[config.mk]
export PLATFORM = sky130hd
export DESIGN_NAME = go_to_goal_velocity_controller
export DESIGN_NICKNAME = d
export VERILOG_FILES = /design/src/rtl/gtg_pkg.sv /design/src/rtl/gtg_smul.sv /design/src/rtl/gtg_cordic.sv /design/src/rtl/go_to_goal_velocity_controller.sv
export SDC_FILE = /design/constraint.sdc
export NUM_CORES = 1
export LEC_CHECK = 0
export ABC_CLOCK_PERIOD_IN_PS = 6450
export BUFFER_PORTS_ARGS = -buffer_cell sky130_fd_sc_hd__buf_2
export CAP_MARGIN = 40
export CORE_ASPECT_RATIO = 0.9
export CORE_MARGIN = 8
export CORE_UTILIZATION = 60
export DETAILED_ROUTE_END_ITERATION = 10
export HOLD_SLACK_MARGIN = 0.1
export PLACE_DENSITY_LB_ADDON = 0.12
export SETUP_SLACK_MARGIN = 0.1
export SLEW_MARGIN = 20
export SYNTH_ARGS = -nofsm -noshare
export SYNTH_HDL_FRONTEND = slang
export SYNTH_SLANG_ARGS = --single-unit
[constraint.sdc]
create_clock -name aclk -period 6.45 [get_ports aclk]
set_input_delay 0.9675 -clock aclk [delete_from_list [all_inputs] [get_ports aclk]]
set_output_delay 0.9675 -clock aclk [all_outputs]
set_load 0.1 [all_outputs]
[src/rtl/gtg_pkg.sv]
// ----------------------------------------------------------------------------
// gtg_pkg
// Shared constants, widths and the arctangent table for the go-to-goal block.
// ----------------------------------------------------------------------------
package gtg_pkg;

    localparam int FRACTION_BITS = 12;
    localparam int GUARD_BITS    = 8;
    localparam int ANGLE_FRAC    = 30;

    localparam int XW  = 28;
    localparam int ZW  = 36;
    localparam int MBW = 30;
    localparam int MPW = XW + MBW;

    localparam int TABLE_LEN = 24;
    localparam int IDXW      = 5;

    localparam int ONE_I     = 1 << FRACTION_BITS;
    localparam int DIST_MIN_I = (ONE_I + 5) / 10;
    localparam int ERR_MIN_I  = (ONE_I * 2 + 5) / 10;
    localparam int DIST_SH   = ANGLE_FRAC + GUARD_BITS;
    localparam int ERR_SH    = ANGLE_FRAC - FRACTION_BITS;
    localparam int DISTW     = MPW + 1 - DIST_SH;
    localparam int ERRW      = ZW + 1 - ERR_SH;

    localparam logic [15:0]           ONE       = 16'(ONE_I);
    localparam logic [DISTW-1:0]      DIST_MIN  = DISTW'(DIST_MIN_I);
    localparam logic [ERRW-1:0]       ERR_MIN   = ERRW'(ERR_MIN_I);
    localparam logic signed [16:0]    GOAL_LIM  = 17'sd49152;
    localparam logic signed [ZW-1:0]  PI_Q30    = 36'sd3373259426;
    localparam logic [MBW-1:0]        INV_GAIN  = 30'd652032875;

    localparam logic [1:0] REG_GAIN  = 2'd0;
    localparam logic [1:0] REG_LIMIT = 2'd1;

    function automatic logic [30:0] atan_q30(input logic [IDXW-1:0] i);
        logic [30:0] v;
        case (i)
            5'd0:    v = 31'd843314857;
            5'd1:    v = 31'd497837829;
            5'd2:    v = 31'd263043837;
            5'd3:    v = 31'd133525159;
            5'd4:    v = 31'd67021687;
            5'd5:    v = 31'd33543516;
            5'd6:    v = 31'd16775851;
            5'd7:    v = 31'd8388437;
            5'd8:    v = 31'd4194283;
            5'd9:    v = 31'd2097149;
            5'd10:   v = 31'd1048576;
            5'd11:   v = 31'd524288;
            5'd12:   v = 31'd262144;
            5'd13:   v = 31'd131072;
            5'd14:   v = 31'd65536;
            5'd15:   v = 31'd32768;
            5'd16:   v = 31'd16384;
            5'd17:   v = 31'd8192;
            5'd18:   v = 31'd4096;
            5'd19:   v = 31'd2048;
            5'd20:   v = 31'd1024;
            5'd21:   v = 31'd512;
            5'd22:   v = 31'd256;
            5'd23:   v = 31'd128;
            default: v = 31'd0;
        endcase
        return v;
    endfunction

endpackage

[src/rtl/gtg_smul.sv]
// ----------------------------------------------------------------------------
// gtg_smul
// Bit-serial shift-add multiplier, one multiplier bit per cycle.
// ----------------------------------------------------------------------------
module gtg_smul import gtg_pkg::*; #(
    parameter int AW = 28,
    parameter int BW = 30
) (
    input  logic             aclk,
    input  logic             aresetn,
    input  logic             start,
    input  logic [AW-1:0]    a,
    input  logic [BW-1:0]    b,
    output logic             done,
    output logic [AW+BW-1:0] prod
);

    localparam int CW = $clog2(AW + 1);

    logic [AW+BW-1:0] p_reg, p_next;
    logic [BW-1:0]    b_reg;
    logic [CW-1:0]    cnt_reg, cnt_next;
    logic             done_reg, done_next;
    logic [BW:0]      sum;

    always_comb begin
        sum      = {1'b0, p_reg[AW+BW-1:AW]} + (p_reg[0] ? {1'b0, b_reg} : '0);
        p_next   = p_reg;
        cnt_next = cnt_reg;
        done_next = 1'b0;
        if (start) begin
            p_next   = {{BW{1'b0}}, a};
            cnt_next = CW'(AW);
        end else if (cnt_reg != '0) begin
            p_next   = {sum, p_reg[AW-1:1]};
            cnt_next = cnt_reg - 1'b1;
            done_next = (cnt_reg == CW'(1));
        end
    end

    always_ff @(posedge aclk) begin
        if (!aresetn) begin
            cnt_reg  <= '0;
            done_reg <= 1'b0;
        end else begin
            cnt_reg  <= cnt_next;
            done_reg <= done_next;
        end
        p_reg <= p_next;
        if (start) begin
            b_reg <= b;
        end
    end

    assign done = done_reg;
    assign prod = p_reg;

endmodule

[src/rtl/gtg_cordic.sv]
// ----------------------------------------------------------------------------
// gtg_cordic
// Iterative CORDIC vectoring, one micro-rotation per cycle.
// ----------------------------------------------------------------------------
module gtg_cordic import gtg_pkg::*; #(
    parameter int STEPS = 16
) (
    input  logic                 aclk,
    input  logic                 aresetn,
    input  logic                 start,
    input  logic signed [XW-1:0] x_in,
    input  logic signed [XW-1:0] y_in,
    output logic                 done,
    output logic [XW-1:0]        mag,
    output logic signed [ZW-1:0] angle
);

    logic signed [XW-1:0] x_reg, x_next, y_reg, y_next, xs, ys;
    logic signed [ZW-1:0] z_reg, z_next, at;
    logic [IDXW-1:0]      i_reg, i_next;
    logic                 busy_reg, busy_next, done_reg, done_next;

    always_comb begin
        xs = x_reg >>> i_reg;
        ys = y_reg >>> i_reg;
        at = ZW'(atan_q30(i_reg));
        x_next = x_reg;
        y_next = y_reg;
        z_next = z_reg;
        i_next = i_reg;
        busy_next = busy_reg;
        done_next = 1'b0;
        if (start) begin
            i_next = '0;
            busy_next = 1'b1;
            if (x_in < 0) begin
                x_next = -x_in;
                y_next = -y_in;
                z_next = (y_in >= 0) ? PI_Q30 : -PI_Q30;
            end else begin
                x_next = x_in;
                y_next = y_in;
                z_next = '0;
            end
        end else if (busy_reg) begin
            if (y_reg < 0) begin
                x_next = x_reg - ys;
                y_next = y_reg + xs;
                z_next = z_reg - at;
            end else begin
                x_next = x_reg + ys;
                y_next = y_reg - xs;
                z_next = z_reg + at;
            end
            i_next = i_reg + 1'b1;
            if (i_reg == IDXW'(STEPS - 1)) begin
                busy_next = 1'b0;
                done_next = 1'b1;
            end
        end
    end

    always_ff @(posedge aclk) begin
        if (!aresetn) begin
            busy_reg <= 1'b0;
            done_reg <= 1'b0;
        end else begin
            busy_reg <= busy_next;
            done_reg <= done_next;
        end
        x_reg <= x_next;
        y_reg <= y_next;
        z_reg <= z_next;
        i_reg <= i_next;
    end

    assign done  = done_reg;
    assign mag   = x_reg;
    assign angle = z_reg;

endmodule

[src/rtl/go_to_goal_velocity_controller.sv]
// ----------------------------------------------------------------------------
// go_to_goal_velocity_controller
// Flow: a set-target beat goes straight to ST_DONE; a pose beat runs the CORDIC,
//   then one distance multiply (ST_MUL1), and when driving a second speed
//   multiply (ST_MUL2), before ST_DONE loads the result into the output register.
// One beat in flight; next beat accepted the cycle after the result is loaded.
// ST_DONE waits while the output register still holds an unaccepted result.
// Synchronous active-low reset: gain, limit and goal return to 1.0.
// ----------------------------------------------------------------------------
module go_to_goal_velocity_controller import gtg_pkg::*; #(
    parameter int CORDIC_STEPS = 16
) (
    input  logic        aclk,
    input  logic        aresetn,
    input  logic        s_tvalid,
    output logic        s_tready,
    input  logic [87:0] s_tdata,  // pose_x, pose_y, pose_heading, request_x, request_y
    input  logic        s_tuser,  // command
    output logic        m_tvalid,
    input  logic        m_tready,
    output logic [31:0] m_tdata,  // linear_speed, turn_rate, accepted
    input  logic        cfg_valid,
    output logic        cfg_ready,
    input  logic [1:0]  cfg_index,
    input  logic [15:0] cfg_data
);

    localparam logic [2:0] ST_IDLE = 3'd0;
    localparam logic [2:0] ST_CORD = 3'd1;
    localparam logic [2:0] ST_MUL1 = 3'd2;
    localparam logic [2:0] ST_MUL2 = 3'd3;
    localparam logic [2:0] ST_DONE = 3'd4;

    logic [2:0]  state_reg, state_next;
    logic [15:0] gain_reg, limit_reg, goal_x_reg, goal_y_reg;
    logic [15:0] goal_x_next, goal_y_next;
    logic signed [14:0] hd_reg;
    logic [ERRW-1:0]    err_reg, err_next;
    logic [31:0] res_reg, res_next;
    logic        m_valid_reg, m_valid_next;
    logic [31:0] m_data_reg, m_data_next;

    logic signed [16:0] rx, ry, dx, dy;
    logic signed [XW-1:0] cx, cy;
    logic                 c_start, c_done;
    logic [XW-1:0]        c_mag;
    logic signed [ZW-1:0] c_ang, err_s, err_a;
    logic [ZW:0]          err_rnd;
    logic                 mul_start, mul_done;
    logic [XW-1:0]        mul_a;
    logic [MBW-1:0]       mul_b;
    logic [MPW-1:0]       mul_p;
    logic [MPW:0]         dist_sum, spd_sum;
    logic [MPW-FRACTION_BITS:0] spd;

    assign rx = s_tdata[63:47];
    assign ry = s_tdata[80:64];
    assign dx = $signed({1'b0, goal_x_reg}) - $signed({1'b0, s_tdata[15:0]});
    assign dy = $signed({1'b0, goal_y_reg}) - $signed({1'b0, s_tdata[31:16]});
    assign cx = XW'(dx) <<< GUARD_BITS;
    assign cy = XW'(dy) <<< GUARD_BITS;

    assign s_tready  = (state_reg == ST_IDLE);
    assign cfg_ready = 1'b1;
    assign m_tvalid  = m_valid_reg;
    assign m_tdata   = m_data_reg;

    gtg_cordic #(.STEPS(CORDIC_STEPS)) u_cordic (
        .aclk(aclk), .aresetn(aresetn), .start(c_start), .x_in(cx), .y_in(cy),
        .done(c_done), .mag(c_mag), .angle(c_ang)
    );

    gtg_smul #(.AW(XW), .BW(MBW)) u_smul (
        .aclk(aclk), .aresetn(aresetn), .start(mul_start), .a(mul_a), .b(mul_b),
        .done(mul_done), .prod(mul_p)
    );

    always_comb begin
        err_s   = c_ang - (ZW'(hd_reg) <<< ERR_SH);
        err_a   = (err_s < 0) ? -err_s : err_s;
        err_rnd = {1'b0, err_a} + ((ZW+1)'(1) << (ERR_SH - 1));
        dist_sum = {1'b0, mul_p} + ((MPW+1)'(1) << (DIST_SH - 1));
        spd_sum  = {1'b0, mul_p} + ((MPW+1)'(1) << (FRACTION_BITS - 1));
        spd      = spd_sum[MPW:FRACTION_BITS];

        state_next   = state_reg;
        goal_x_next  = goal_x_reg;
        goal_y_next  = goal_y_reg;
        err_next     = err_reg;
        res_next     = res_reg;
        m_valid_next = m_valid_reg;
        m_data_next  = m_data_reg;
        c_start      = 1'b0;
        mul_start    = 1'b0;
        mul_a        = XW'(c_mag);
        mul_b        = INV_GAIN;

        if (m_valid_reg && m_tready) begin
            m_valid_next = 1'b0;
        end

        case (state_reg)
            ST_IDLE: begin
                if (s_tvalid) begin
                    if (s_tuser) begin
                        res_next = '0;
                        if (rx > 0 && rx < GOAL_LIM && ry > 0 && ry < GOAL_LIM) begin
                            goal_x_next = rx[15:0];
                            goal_y_next = ry[15:0];
                            res_next[31] = 1'b1;
                        end
                        state_next = ST_DONE;
                    end else begin
                        c_start    = 1'b1;
                        state_next = ST_CORD;
                    end
                end
            end
            ST_CORD: begin
                if (c_done) begin
                    err_next   = err_rnd[ZW:ERR_SH];
                    mul_start  = 1'b1;
                    state_next = ST_MUL1;
                end
            end
            ST_MUL1: begin
                if (mul_done) begin
                    res_next  = '0;
                    if (dist_sum[MPW:DIST_SH] <= DIST_MIN) begin
                        state_next = ST_DONE;
                    end else if (err_reg > ERR_MIN) begin
                        res_next[30:16] = err_reg[14:0];
                        state_next = ST_DONE;
                    end else begin
                        mul_a      = XW'(dist_sum[MPW:DIST_SH]);
                        mul_b      = MBW'(gain_reg);
                        mul_start  = 1'b1;
                        state_next = ST_MUL2;
                    end
                end
            end
            ST_MUL2: begin
                if (mul_done) begin
                    res_next = '0;
                    if (spd > (MPW-FRACTION_BITS+1)'(limit_reg)) begin
                        res_next[15:0] = limit_reg;
                    end else begin
                        res_next[15:0] = spd[15:0];
                    end
                    state_next = ST_DONE;
                end
            end
            ST_DONE: begin
                if (!m_valid_reg || m_tready) begin
                    m_valid_next = 1'b1;
                    m_data_next  = res_reg;
                    state_next   = ST_IDLE;
                end
            end
            default: state_next = ST_IDLE;
        endcase
    end

    always_ff @(posedge aclk) begin
        if (!aresetn) begin
            state_reg   <= ST_IDLE;
            m_valid_reg <= 1'b0;
            gain_reg    <= ONE;
            limit_reg   <= ONE;
            goal_x_reg  <= ONE;
            goal_y_reg  <= ONE;
        end else begin
            state_reg   <= state_next;
            m_valid_reg <= m_valid_next;
            goal_x_reg  <= goal_x_next;
            goal_y_reg  <= goal_y_next;
            if (cfg_valid && cfg_ready) begin
                case (cfg_index)
                    REG_GAIN:  gain_reg  <= cfg_data;
                    REG_LIMIT: limit_reg <= cfg_data;
                    default: ;
                endcase
            end
        end
        if (c_start) begin
            hd_reg <= s_tdata[46:32];
        end
        err_reg    <= err_next;
        res_reg    <= res_next;
        m_data_reg <= m_data_next;
    end

endmodule

# Word level (Yosys, flattened, before mapping)
# Memories as Yosys holds them, arrays and structs flattened. A register that Yosys moved wholly into a read port is not among the register bits.
# Cells that the tools add are included.
word_totals:
  regBits: 359
  output_inout_bits: 35
  word_cells: 156
  in_bits: 112
  memories: 1
  rom_bits: 960
classes:
  magnitude_cmp: 11
  muxes: 59
  shift: 2
  bitwise: 5
  eq_ne: 13
  add_sub_neg: 18
  reduce_logical: 24
memory_table:
  columns: ["name", "depth", "width", "rd", "rd_ports_with_merged_regs", "write_ports", "line_no", "source"]
  rows:
  - ["(name not given)", 32, 30, 1, 1, 0, "gtg_pkg.sv:39", "case (i)"]
ops:
  columns: ["op", "count"]
  rows:
  - ["2-to-1 mux 28 bit", 14]
  - ["2-to-1 mux 36 bit", 6]
  - ["2-to-1 mux 32 bit", 4]
  - ["case mux 32 bit (3 select lines)", 1]
  - ["2-to-1 mux 30 bit", 2]
  - ["adder 58 x 12 -> 59 bit, second input constant", 1]
  - ["adder 58 x 38 -> 59 bit, second input constant", 1]
  - ["adder 28 bit", 2]
  - ["negation 25 -> 28 bit", 2]
  - [">>> shifter 28 x 5 -> 28 bit", 2]
  - ["subtractor 28 bit", 2]
  - ["greater-than comparator 47 x 16 -> 1 bit", 1]
  - ["adder 36 x 18 -> 37 bit, second input constant", 1]
  - ["adder 36 x 32 -> 36 bit", 1]
  - ["< comparator 36 x 1 -> 1 bit, second input constant", 1]
  - ["negation 36 bit", 1]
  - ["subtractor 36 x 32 -> 36 bit", 1]
  - ["subtractor 36 x 33 -> 36 bit", 1]
  - ["greater-than comparator 17 x 1 -> 1 bit, second input constant", 2]
  - ["< comparator 17 bit, second input constant", 2]
  - ["subtractor 16 x 16 -> 17 bit", 2]
  - ["adder 30 x 30 -> 31 bit", 1]
  - ["2-to-1 mux 15 bit", 2]
  - ["< comparator 28 x 1 -> 1 bit, second input constant", 1]
  - ["other kinds (35)", 78]

# Logic depth before layout (Yosys ltp)
# Gate-level depths: netlist (run 1).
logic_depth:
  word_depth: 8
  depth_mapped: 28

# Hierarchy
# Synthesis (run 1) repeated with hierarchy kept, for this count alone.
hier_totals:
  hier_cells: 3789
  area_unflattened_um2: 33397.0
modules_own_cells:
  columns: ["mod", "cells_per_inst", "n_inst", "area_each_um2", "seq_area_each_um2"]
  rows:
  - ["gtg_cordic", 1915, 1, 16100.4, 3503.4]
  - ["go_to_goal_velocity_controller", 1384, 1, 12127.9, 4304.1]
  - ["gtg_smul", 490, 1, 5168.7, 2462.4]

# Least setup slack after synthesis (run 1)
# OpenSTA, ideal clock, no wires.
synth_timing:
  kind: "register to register"
  start: "register u_cordic.i_reg[1]"
  end: "register u_cordic.x_reg[19], in the netlist u_cordic.mag[19], data pin"
  arrival_ps: 5490
  path_stages_with_launch: 25
  path_slack_ps: 692
  synth_period_minus_slack_ps: 5758
  setup_ps: 267
  n_path_buf: 3
  path_cell_list: "dfxtp_1 -> buf_2 -> buf_2 -> buf_1 -> mux4_2 -> mux4_2 -> nand2_1 -> a21boi_0 -> ha_1 -> inv_1 -> nor4_2 -> nor3b_2 -> nand2_1 -> o211ai_1 -> ha_1 -> and3_1 -> and3_1 -> a22o_1 -> o311ai_0 -> nand2b_1 -> a21o_1 -> a21o_1 -> a21oi_1 -> xor2_1 -> o21ai_0"
synth_via:
  elab_chain_cells: 5
synth_rtl:
  columns: ["element", "line_no", "source"]
  rows:
  - ["from (decl)", "gtg_cordic.sv:20", "logic [IDXW-1:0] i_reg, i_next;"]
  - ["from (signal assigned)", "gtg_cordic.sv:74", "i_reg <= i_next;"]
  - [">>> shifter 28 x 5 -> 28 bit (*)", "gtg_cordic.sv:25", "ys = y_reg >>> i_reg;"]
  - ["adder 28 bit or subtractor 28 bit (tied branches)", "gtg_cordic.sv:51, gtg_cordic.sv:47", null]
  - ["2-to-1 mux 28 bit (*)", "gtg_cordic.sv:46", "if (y_reg < 0) begin"]
  - ["2-to-1 mux 28 bit (*)", "gtg_cordic.sv:45", "end else if (busy_reg) begin"]
  - ["2-to-1 mux 28 bit (*)", "gtg_cordic.sv:33", "if (start) begin"]
  - ["named net u_cordic.x_next[19]", "gtg_cordic.sv:18", "logic signed [XW-1:0] x_reg, x_next, y_reg, y_next, xs, ys;"]
  - ["to (signal assigned)", "gtg_cordic.sv:71", "x_reg <= x_next;"]
  - ["to (decl)", "gtg_cordic.sv:18", null]
# The timed path passes the listed nets; every way through them passes the cells marked *. The select of a mux whose other input is x is not followed.
# A chain may end at the register's enable or synchronous reset.

# Worst setup path after layout (run 1)
layout_timing:
  start: "register u_cordic.i_reg[0]"
  end: "register u_cordic.x_reg[19], in the netlist u_cordic.mag[19], data pin"
# The elaborated chain is that of the path after synthesis.

==> flow_metrics.env, run 1 <==
export IMPL_drc=0
export IMPL_arrival_ns=6.39
export IMPL_final_min_clock_period_ns=6.06
export IMPL_r2r_start="u_cordic.i_reg[0]$_SDFFE_PP0P_"
export IMPL_drv_slew=0
export IMPL_dp_hpwl_um=65600
export IMPL_drt_wl_total_um=87500
export IMPL_numPortBuffers=138
export IMPL_finalSetupTns_ns=0
export IMPL_cp_cell_sequence="buf_4 -> buf_8 -> mux4_2 -> mux4_2 -> nor4_2 -> a41oi_1 -> or2_1 -> a211o_1 -> nor2_1 -> mux2i_1 -> o21ai_0 -> ha_1 -> and3_1 -> and3_1 -> a22o_1 -> o311ai_0 -> nand2b_1 -> a21o_1 -> a21o_1 -> a21oi_1 -> xor2_1 -> o21ai_0"
export IMPL_ys_seq_elements=376
export IMPL_synthTopCellsByCount="nand2_1 (330), nor2_1 (322), a21oi_1 (270)"
export IMPL_cts_root_buffer="clkbuf_16"
export IMPL_min_delay_start="res_reg[15]$_SDFFCE_PN0P_"
export IMPL_h_tree_depth=2
export IMPL_cts_sinks=376
export IMPL_syn_to_final_growth_pct=9.70
export IMPL_critPathBufInv=2
export IMPL_maxCapViolCount=0
export IMPL_synth_top_area_share_pct=22.6
export IMPL_status="finished clean"
export IMPL_synth_edf_count=235
export IMPL_drive_gt1_share_pct=12.5
export IMPL_clk_pin_slew_ns=0.07
export IMPL_grt_max_degree=75
export IMPL_yosys_area_top_type="edfxtp_1"
export IMPL_setup_viol=0
export IMPL_hp_class="reg2reg"
export IMPL_async_flop_share_pct=0
export IMPL_syn_area_per_cell_um2=8.80
export IMPL_start_util_pct=60.6
export IMPL_max_stage_delay_ns=0.56
export IMPL_synth_area_top_cells="edfxtp_1 (23%), dfxtp_1 (9.0%), ha_1 (8.0%), xnor2_1 (5.5%), mux4_2 (4.9%)"
export IMPL_cp_top_family="compound AO/OA/AOI/OAI gates"
export IMPL_grt_pass1_vias=26500
export IMPL_cp_start_kind="flop"
export IMPL_startpoint="u_cordic.i_reg[0]$_SDFFE_PP0P_"
export IMPL_syn_nets=3870
export IMPL_synth_warnings=0
export IMPL_numCtsBuffers=42
export IMPL_clockBufferDepth=3
export IMPL_fin_crit_sh_pct=94.0
export IMPL_ys_types=109
export IMPL_seq_area_frac_synth_pct=31.6
export IMPL_largest_reg_flops=58
export IMPL_first_iter_violations=2472
export IMPL_avgViaCountPerCell=6.33
export IMPL_fmax_mhz=165
export IMPL_rows=79
export IMPL_antenna_found_initial=0
export IMPL_drt_first_pass_iters=6
export IMPL_crit_slowest_cell="mux4_2"
export IMPL_yosysMostFrequentCell="nand2_1"
export IMPL_ant_nets=0
export IMPL_skew_ns=0.0356
export IMPL_cp_max_fo=12
export IMPL_synth_ff_type="edfxtp_1"
export IMPL_ios=147
export IMPL_dieArea_mm2=0.0597
export IMPL_gp_congestion=0.949
export IMPL_hold_viol=0
export IMPL_worstMarginPinSlew_ns=0.801
export IMPL_grt_usage_pct=27.9
export IMPL_postSynthCellCount=3550
export IMPL_max_slew_margin_pct=46.4
export IMPL_grt_pass1_wl_um=138000
export IMPL_cts_tree="yes"
export IMPL_endpoint_kind="flop"
export IMPL_grt_ovfl_total=0
export IMPL_layout_nets=3970
export IMPL_crit_type="reg2reg"
export IMPL_postCtsHoldBufs=0
export IMPL_clk_latency_ns=0.60
export IMPL_vias=27700
export IMPL_rsz0062_at_grt="no"
export IMPL_die_w_um=257
export IMPL_detail_route_wl_per_cell_um=20.0
export IMPL_worstPathRequired_ns=6.77
export IMPL_coreArea_mm2=0.0516
export IMPL_die_h_um=233
export IMPL_syn_area_mm2=0.0313
==> what timing repair did <==
action | 4_1_cts | 5_1_grt
gates resized for setup | 0 | 10
setup buffers | 0 | 11
endpoints found under the setup margin | 0 | 7
==> path summary, 6_finish.rpt <==
check | end | slack, ns | cells after the start
setup / recovery | u_cordic.mag[19]$_DFFE_PP_ | 0.39 | 22
hold / removal | m_tdata[15]$_DFFE_PP_ | 0.41 | 0
setup reg to reg | u_cordic.mag[19]$_DFFE_PP_ | 0.39 | 22
hold reg to reg | m_tdata[15]$_DFFE_PP_ | 0.41 | 0
==> area by class of cell <==
| cell class | count | area [µm²] |
|---|---|---|
| fillers | 4252 | 17300 |
| clock inverters | 28 | 289 |
| multi-input cells | 2839 | 20100 |
| flip-flops and latches | 376 | 9890 |
| diodes | 2 | 5.00 |
| clock buffers | 49 | 1100 |
| well taps | 688 | 861 |
| inverters | 162 | 609 |
| repair buffers | 229 | 1450 |
==> logic make-up after synthesis <==
family	synth area share [%]
buffers and inverters	4.27
other	0.0240
AO/OA/AOI/OAI	20.0
XOR/XNOR	8.41
AND/OR/NAND/NOR	18.9
adder cells (fa/ha/maj)	8.49
multiplexers	8.27
flip-flops	31.6
==> worst register-to-register path, delay by kind of cell, from the launching register on <==
kind	cells	cell delay (ns)
compound gates	9	2.09
simple gates	6	1.29
mux	3	1.21
flops	1	0.43
fa+ha+maj	1	0.35
buf+inv	2	0.30
xor+xnor	1	0.15
==> layer usage <==
metal	routed length [µm]	vias to the layer above	track usage, %
li1	-	13200	-
met1	39000	13100	37.8
met2	39600	1130	45.6
met3	6310	182	4.10
met4	2660	0	9.13
met5	0	-	0
==> placed cells by master (no fill, tap or decap), types with 78 or more instances in the layout <==
| cell type | Yosys | final |
|---|---|---|
| nor2_1 | 322 | 320 |
| dfxtp_1 | 141 | 137 |
| a21oi_1 | 270 | 270 |
| buf_2 | 16 | 138 |
| o21ai_0 | 210 | 208 |
| mux2i_1 | 79 | 78 |
| xnor2_1 | 198 | 198 |
| buf_4 | 5 | 80 |
| ha_1 | 201 | 201 |
| nor3_1 | 81 | 79 |
| inv_1 | 158 | 157 |
| nand2_1 | 330 | 330 |
| xor2_1 | 96 | 96 |
| edfxtp_1 | 235 | 235 |
==> through the flow <==
step | hold WS [ns] | instance area [µm²] | util (%) | std cells | setup WS [ns]
after floorplan | 0.400 | 31300 | - | 3550 | 0.692
after global placement | 0.402 | 32700 | 63.4 | 4277 | 0.283
after detailed placement | 0.405 | 32700 | 63.5 | 4281 | 0.191
after CTS | 0.416 | 34100 | 66.1 | 4358 | 0.169
after global routing | 0.422 | 34300 | 66.4 | 4371 | 0.0865
final | 0.415 | 34300 | 66.5 | 4373 | 0.386
Power of run 1 is left out: the tool's default activity adds up to more than one toggle a clock period on the data nets, which glitch-free logic cannot reach.
==> run 2: changes to the inputs <==
- CORE_MARGIN: 8 -> 4
- GPL_TIMING_DRIVEN: not set -> 0
==> run 2 against run 1 <==
  * Clock skew fell by 0.0094 ns
  * Maximum frequency fell by 3.6%
  * Critical path depth did not move
  * Global-route usage rose by 7.5 points
  * Register-to-register slack got worse by 0.23 ns
  * Count of clock-buffer cells in the layout rose by 8
  * First-iteration DRC count rose by 31%
  * Utilization rose by 1.1 points
  * Routed wire length rose by 18%
  * Setup slack got worse by 0.23 ns
  * Sequential share of layout area fell by 0.49 points
  * Via count rose by 6.4%
  * Critical path type unchanged
==> flow_metrics.env, run 2 (synthesis gave the netlist of run 1 again) <==
export IMPL_crit_type="reg2reg"
export IMPL_grt_usage_pct=35.3
export IMPL_die_w_um=249
export IMPL_h_tree_depth=2
export IMPL_cts_sinks=376
export IMPL_status="finished clean"
export IMPL_grt_max_degree=52
export IMPL_ant_nets=0
export IMPL_hold_viol=0
export IMPL_skew_ns=0.0263
export IMPL_grt_ovfl_total=0
export IMPL_coreArea_mm2=0.0516
export IMPL_numCtsBuffers=43
export IMPL_drc=0
export IMPL_max_slew_margin_pct=34.4
export IMPL_ios=147
export IMPL_dieArea_mm2=0.0558
export IMPL_fillers=4135
export IMPL_clk_latency_ns=0.60
export IMPL_whs_ns=0.418
export IMPL_die_h_um=225
export IMPL_fmax_mhz=159
export IMPL_drt_wl_total_um=103000
export IMPL_start_util_pct=60.6
export IMPL_mostFrequentLayoutCells="nand2_1 (329), nor2_1 (321), a21oi_1 (265)"
export IMPL_drive_gt1_share_pct=12.5
export IMPL_numPortBuffers=137
export IMPL_worstMarginPinSlew_ns=0.984
export IMPL_worstPathRequired_ns=6.75
export IMPL_avgViaCountPerCell=6.57
export IMPL_syn_to_final_growth_pct=11.5
export IMPL_rsz0062_at_grt="yes"
export IMPL_largest_reg_flops=58
export IMPL_rows=79
export IMPL_rr_worst_depth=22
export IMPL_cp_start_kind="flop"
export IMPL_layout_nets=4076
export IMPL_clockBufferDepth=3
export IMPL_maxCapViolCount=0
export IMPL_dp_hpwl_um=79600
export IMPL_clk_pin_slew_ns=0.07
export IMPL_arrival_ns=6.59
export IMPL_final_common_cell="nand2_1"
export IMPL_cts_tree="yes"
export IMPL_drt_first_pass_iters=6
export IMPL_grt_pass1_vias=28300
export IMPL_gp_congestion=1.07
export IMPL_detail_route_wl_per_cell_um=23.0
export IMPL_grt_pass1_wl_um=158000
export IMPL_startpoint="u_cordic.i_reg[1]$_SDFFE_PP0P_"
export IMPL_rrSetupSlack_ns=0.16
export IMPL_antenna_found_initial=1
export IMPL_r2r_start="u_cordic.i_reg[1]$_SDFFE_PP0P_"
export IMPL_first_iter_violations=3249
export IMPL_cts_root_buffer="clkbuf_16"
export IMPL_reg2reg_to="u_cordic.y_reg[26]$_DFFE_PP_"
export IMPL_fin_crit_sh_pct=97.6
export IMPL_hp_class="reg2reg"
export IMPL_endpoint_kind="flop"
export IMPL_setup_viol=0
export IMPL_vias=29400
export IMPL_cp_max_fo=10
export IMPL_drv_slew=0
export IMPL_final_min_clock_period_ns=6.29
export IMPL_cp_endpoint="u_cordic.y_reg[26]$_DFFE_PP_"
run 2: cell types whose count changed in the layout (fill, tap and decap cells not counted), sizes merged:
| cell | previous run | this run |
|---|---|---|
| clkbuf | 51 | 187 |
| buf | 227 | 204 |
| clkinv | 22 | 13 |
| clkinvlp | 2 | 5 |
| bufinv | 4 | 3 |
| diode | 2 | 1 |
| inv | 162 | 163 |
run 2: metrics by stage:
| stage | instance area [µm²] | setup WS [ns] | TNS [ns] | utilization, % | instances |
|---|---|---|---|---|---|
| 2_1_floorplan | 31300 | 0.692 | 0 | - | 3550 |
| 3_3_place_gp | 32800 | -1.70 | -16.86 | 63.6 | 4375 |
| 3_5_place_dp | 33000 | -1.70 | -17.47 | 63.9 | 4388 |
| 4_1_cts | 34600 | 0.125 | 0 | 67.0 | 4472 |
| 5_1_grt | 34800 | -0.0474 | -0.0474 | 67.5 | 4478 |
| 6_report | 34800 | 0.158 | 0 | 67.5 | 4479 |
run 2: layer usage:
metal	global-route usage [%]	vias to the layer above	wire [µm]	share of wire [%]
li1	-	13500	-	-
met1	46.1	14000	41200	40
met2	57.5	1647	46800	45
met3	6.05	345	9340	9.0
met4	17.8	2	5790	5.6
met5	0	-	13	0.013
run 2: final cells by class:
class	instances	area [µm²]	share of cell area (%)
Clock inverter	22	223	0.639
Multi-Input combinational cell	2839	20300	58.3
Sequential cell	376	9880	28.4
Clock buffer	57	1220	3.51
Tap cell	688	861	2.47
Timing Repair Buffer	161	907	2.60
Antenna cell	1	2.50	0.00718
Inverter	162	608	1.75
Buffer	173	841	2.41
run 2: timing repair:
| item | 4_1_cts | 5_1_grt |
|---|---|---|
| gates cloned | 0 | 0 |
| gates resized for setup | 44 | 73 |
| pin swaps | 2 | 6 |
| endpoints found under the setup margin | 33 | 14 |
| setup buffers | 5 | 3 |
| hold buffers | 0 | 0 |
run 2: critical path: stages (launching register included):
cell,delay [ns]
dfxtp_1,0.36
clkbuf_4,0.23
buf_6,0.21
buf_6,0.21
mux4_2,0.36
o211a_1,0.29
a2111oi_2,0.45
a32oi_2,0.18
nor3b_2,0.31
and4b_2,0.33
nor4b_4,0.28
o221ai_1,0.20
o41a_1,0.21
ha_1,0.37
a211o_1,0.32
or3_1,0.31
o21ai_1,0.22
a211oi_1,0.16
a211o_1,0.32
a21o_1,0.19
a21oi_1,0.17
xor2_1,0.19
o21ai_0,0.10
run 2: worst min-delay path by stage:
stage                              start                     to  cells past startpoint
2_1_floorplan   res_reg[0]$_SDFFCE_PN0P_   m_tdata[0]$_DFFE_PP_                      0
3_3_place_gp   res_reg[28]$_SDFFCE_PN0P_  m_tdata[28]$_DFFE_PP_                      0
3_5_place_dp   res_reg[19]$_SDFFCE_PN0P_  m_tdata[19]$_DFFE_PP_                      0
4_1_cts         res_reg[2]$_SDFFCE_PN0P_   m_tdata[2]$_DFFE_PP_                      0
5_1_grt         res_reg[5]$_SDFFCE_PN0P_   m_tdata[5]$_DFFE_PP_                      0
6_report       res_reg[19]$_SDFFCE_PN0P_  m_tdata[19]$_DFFE_PP_                      0
Power of run 2 is left out for the same reason.
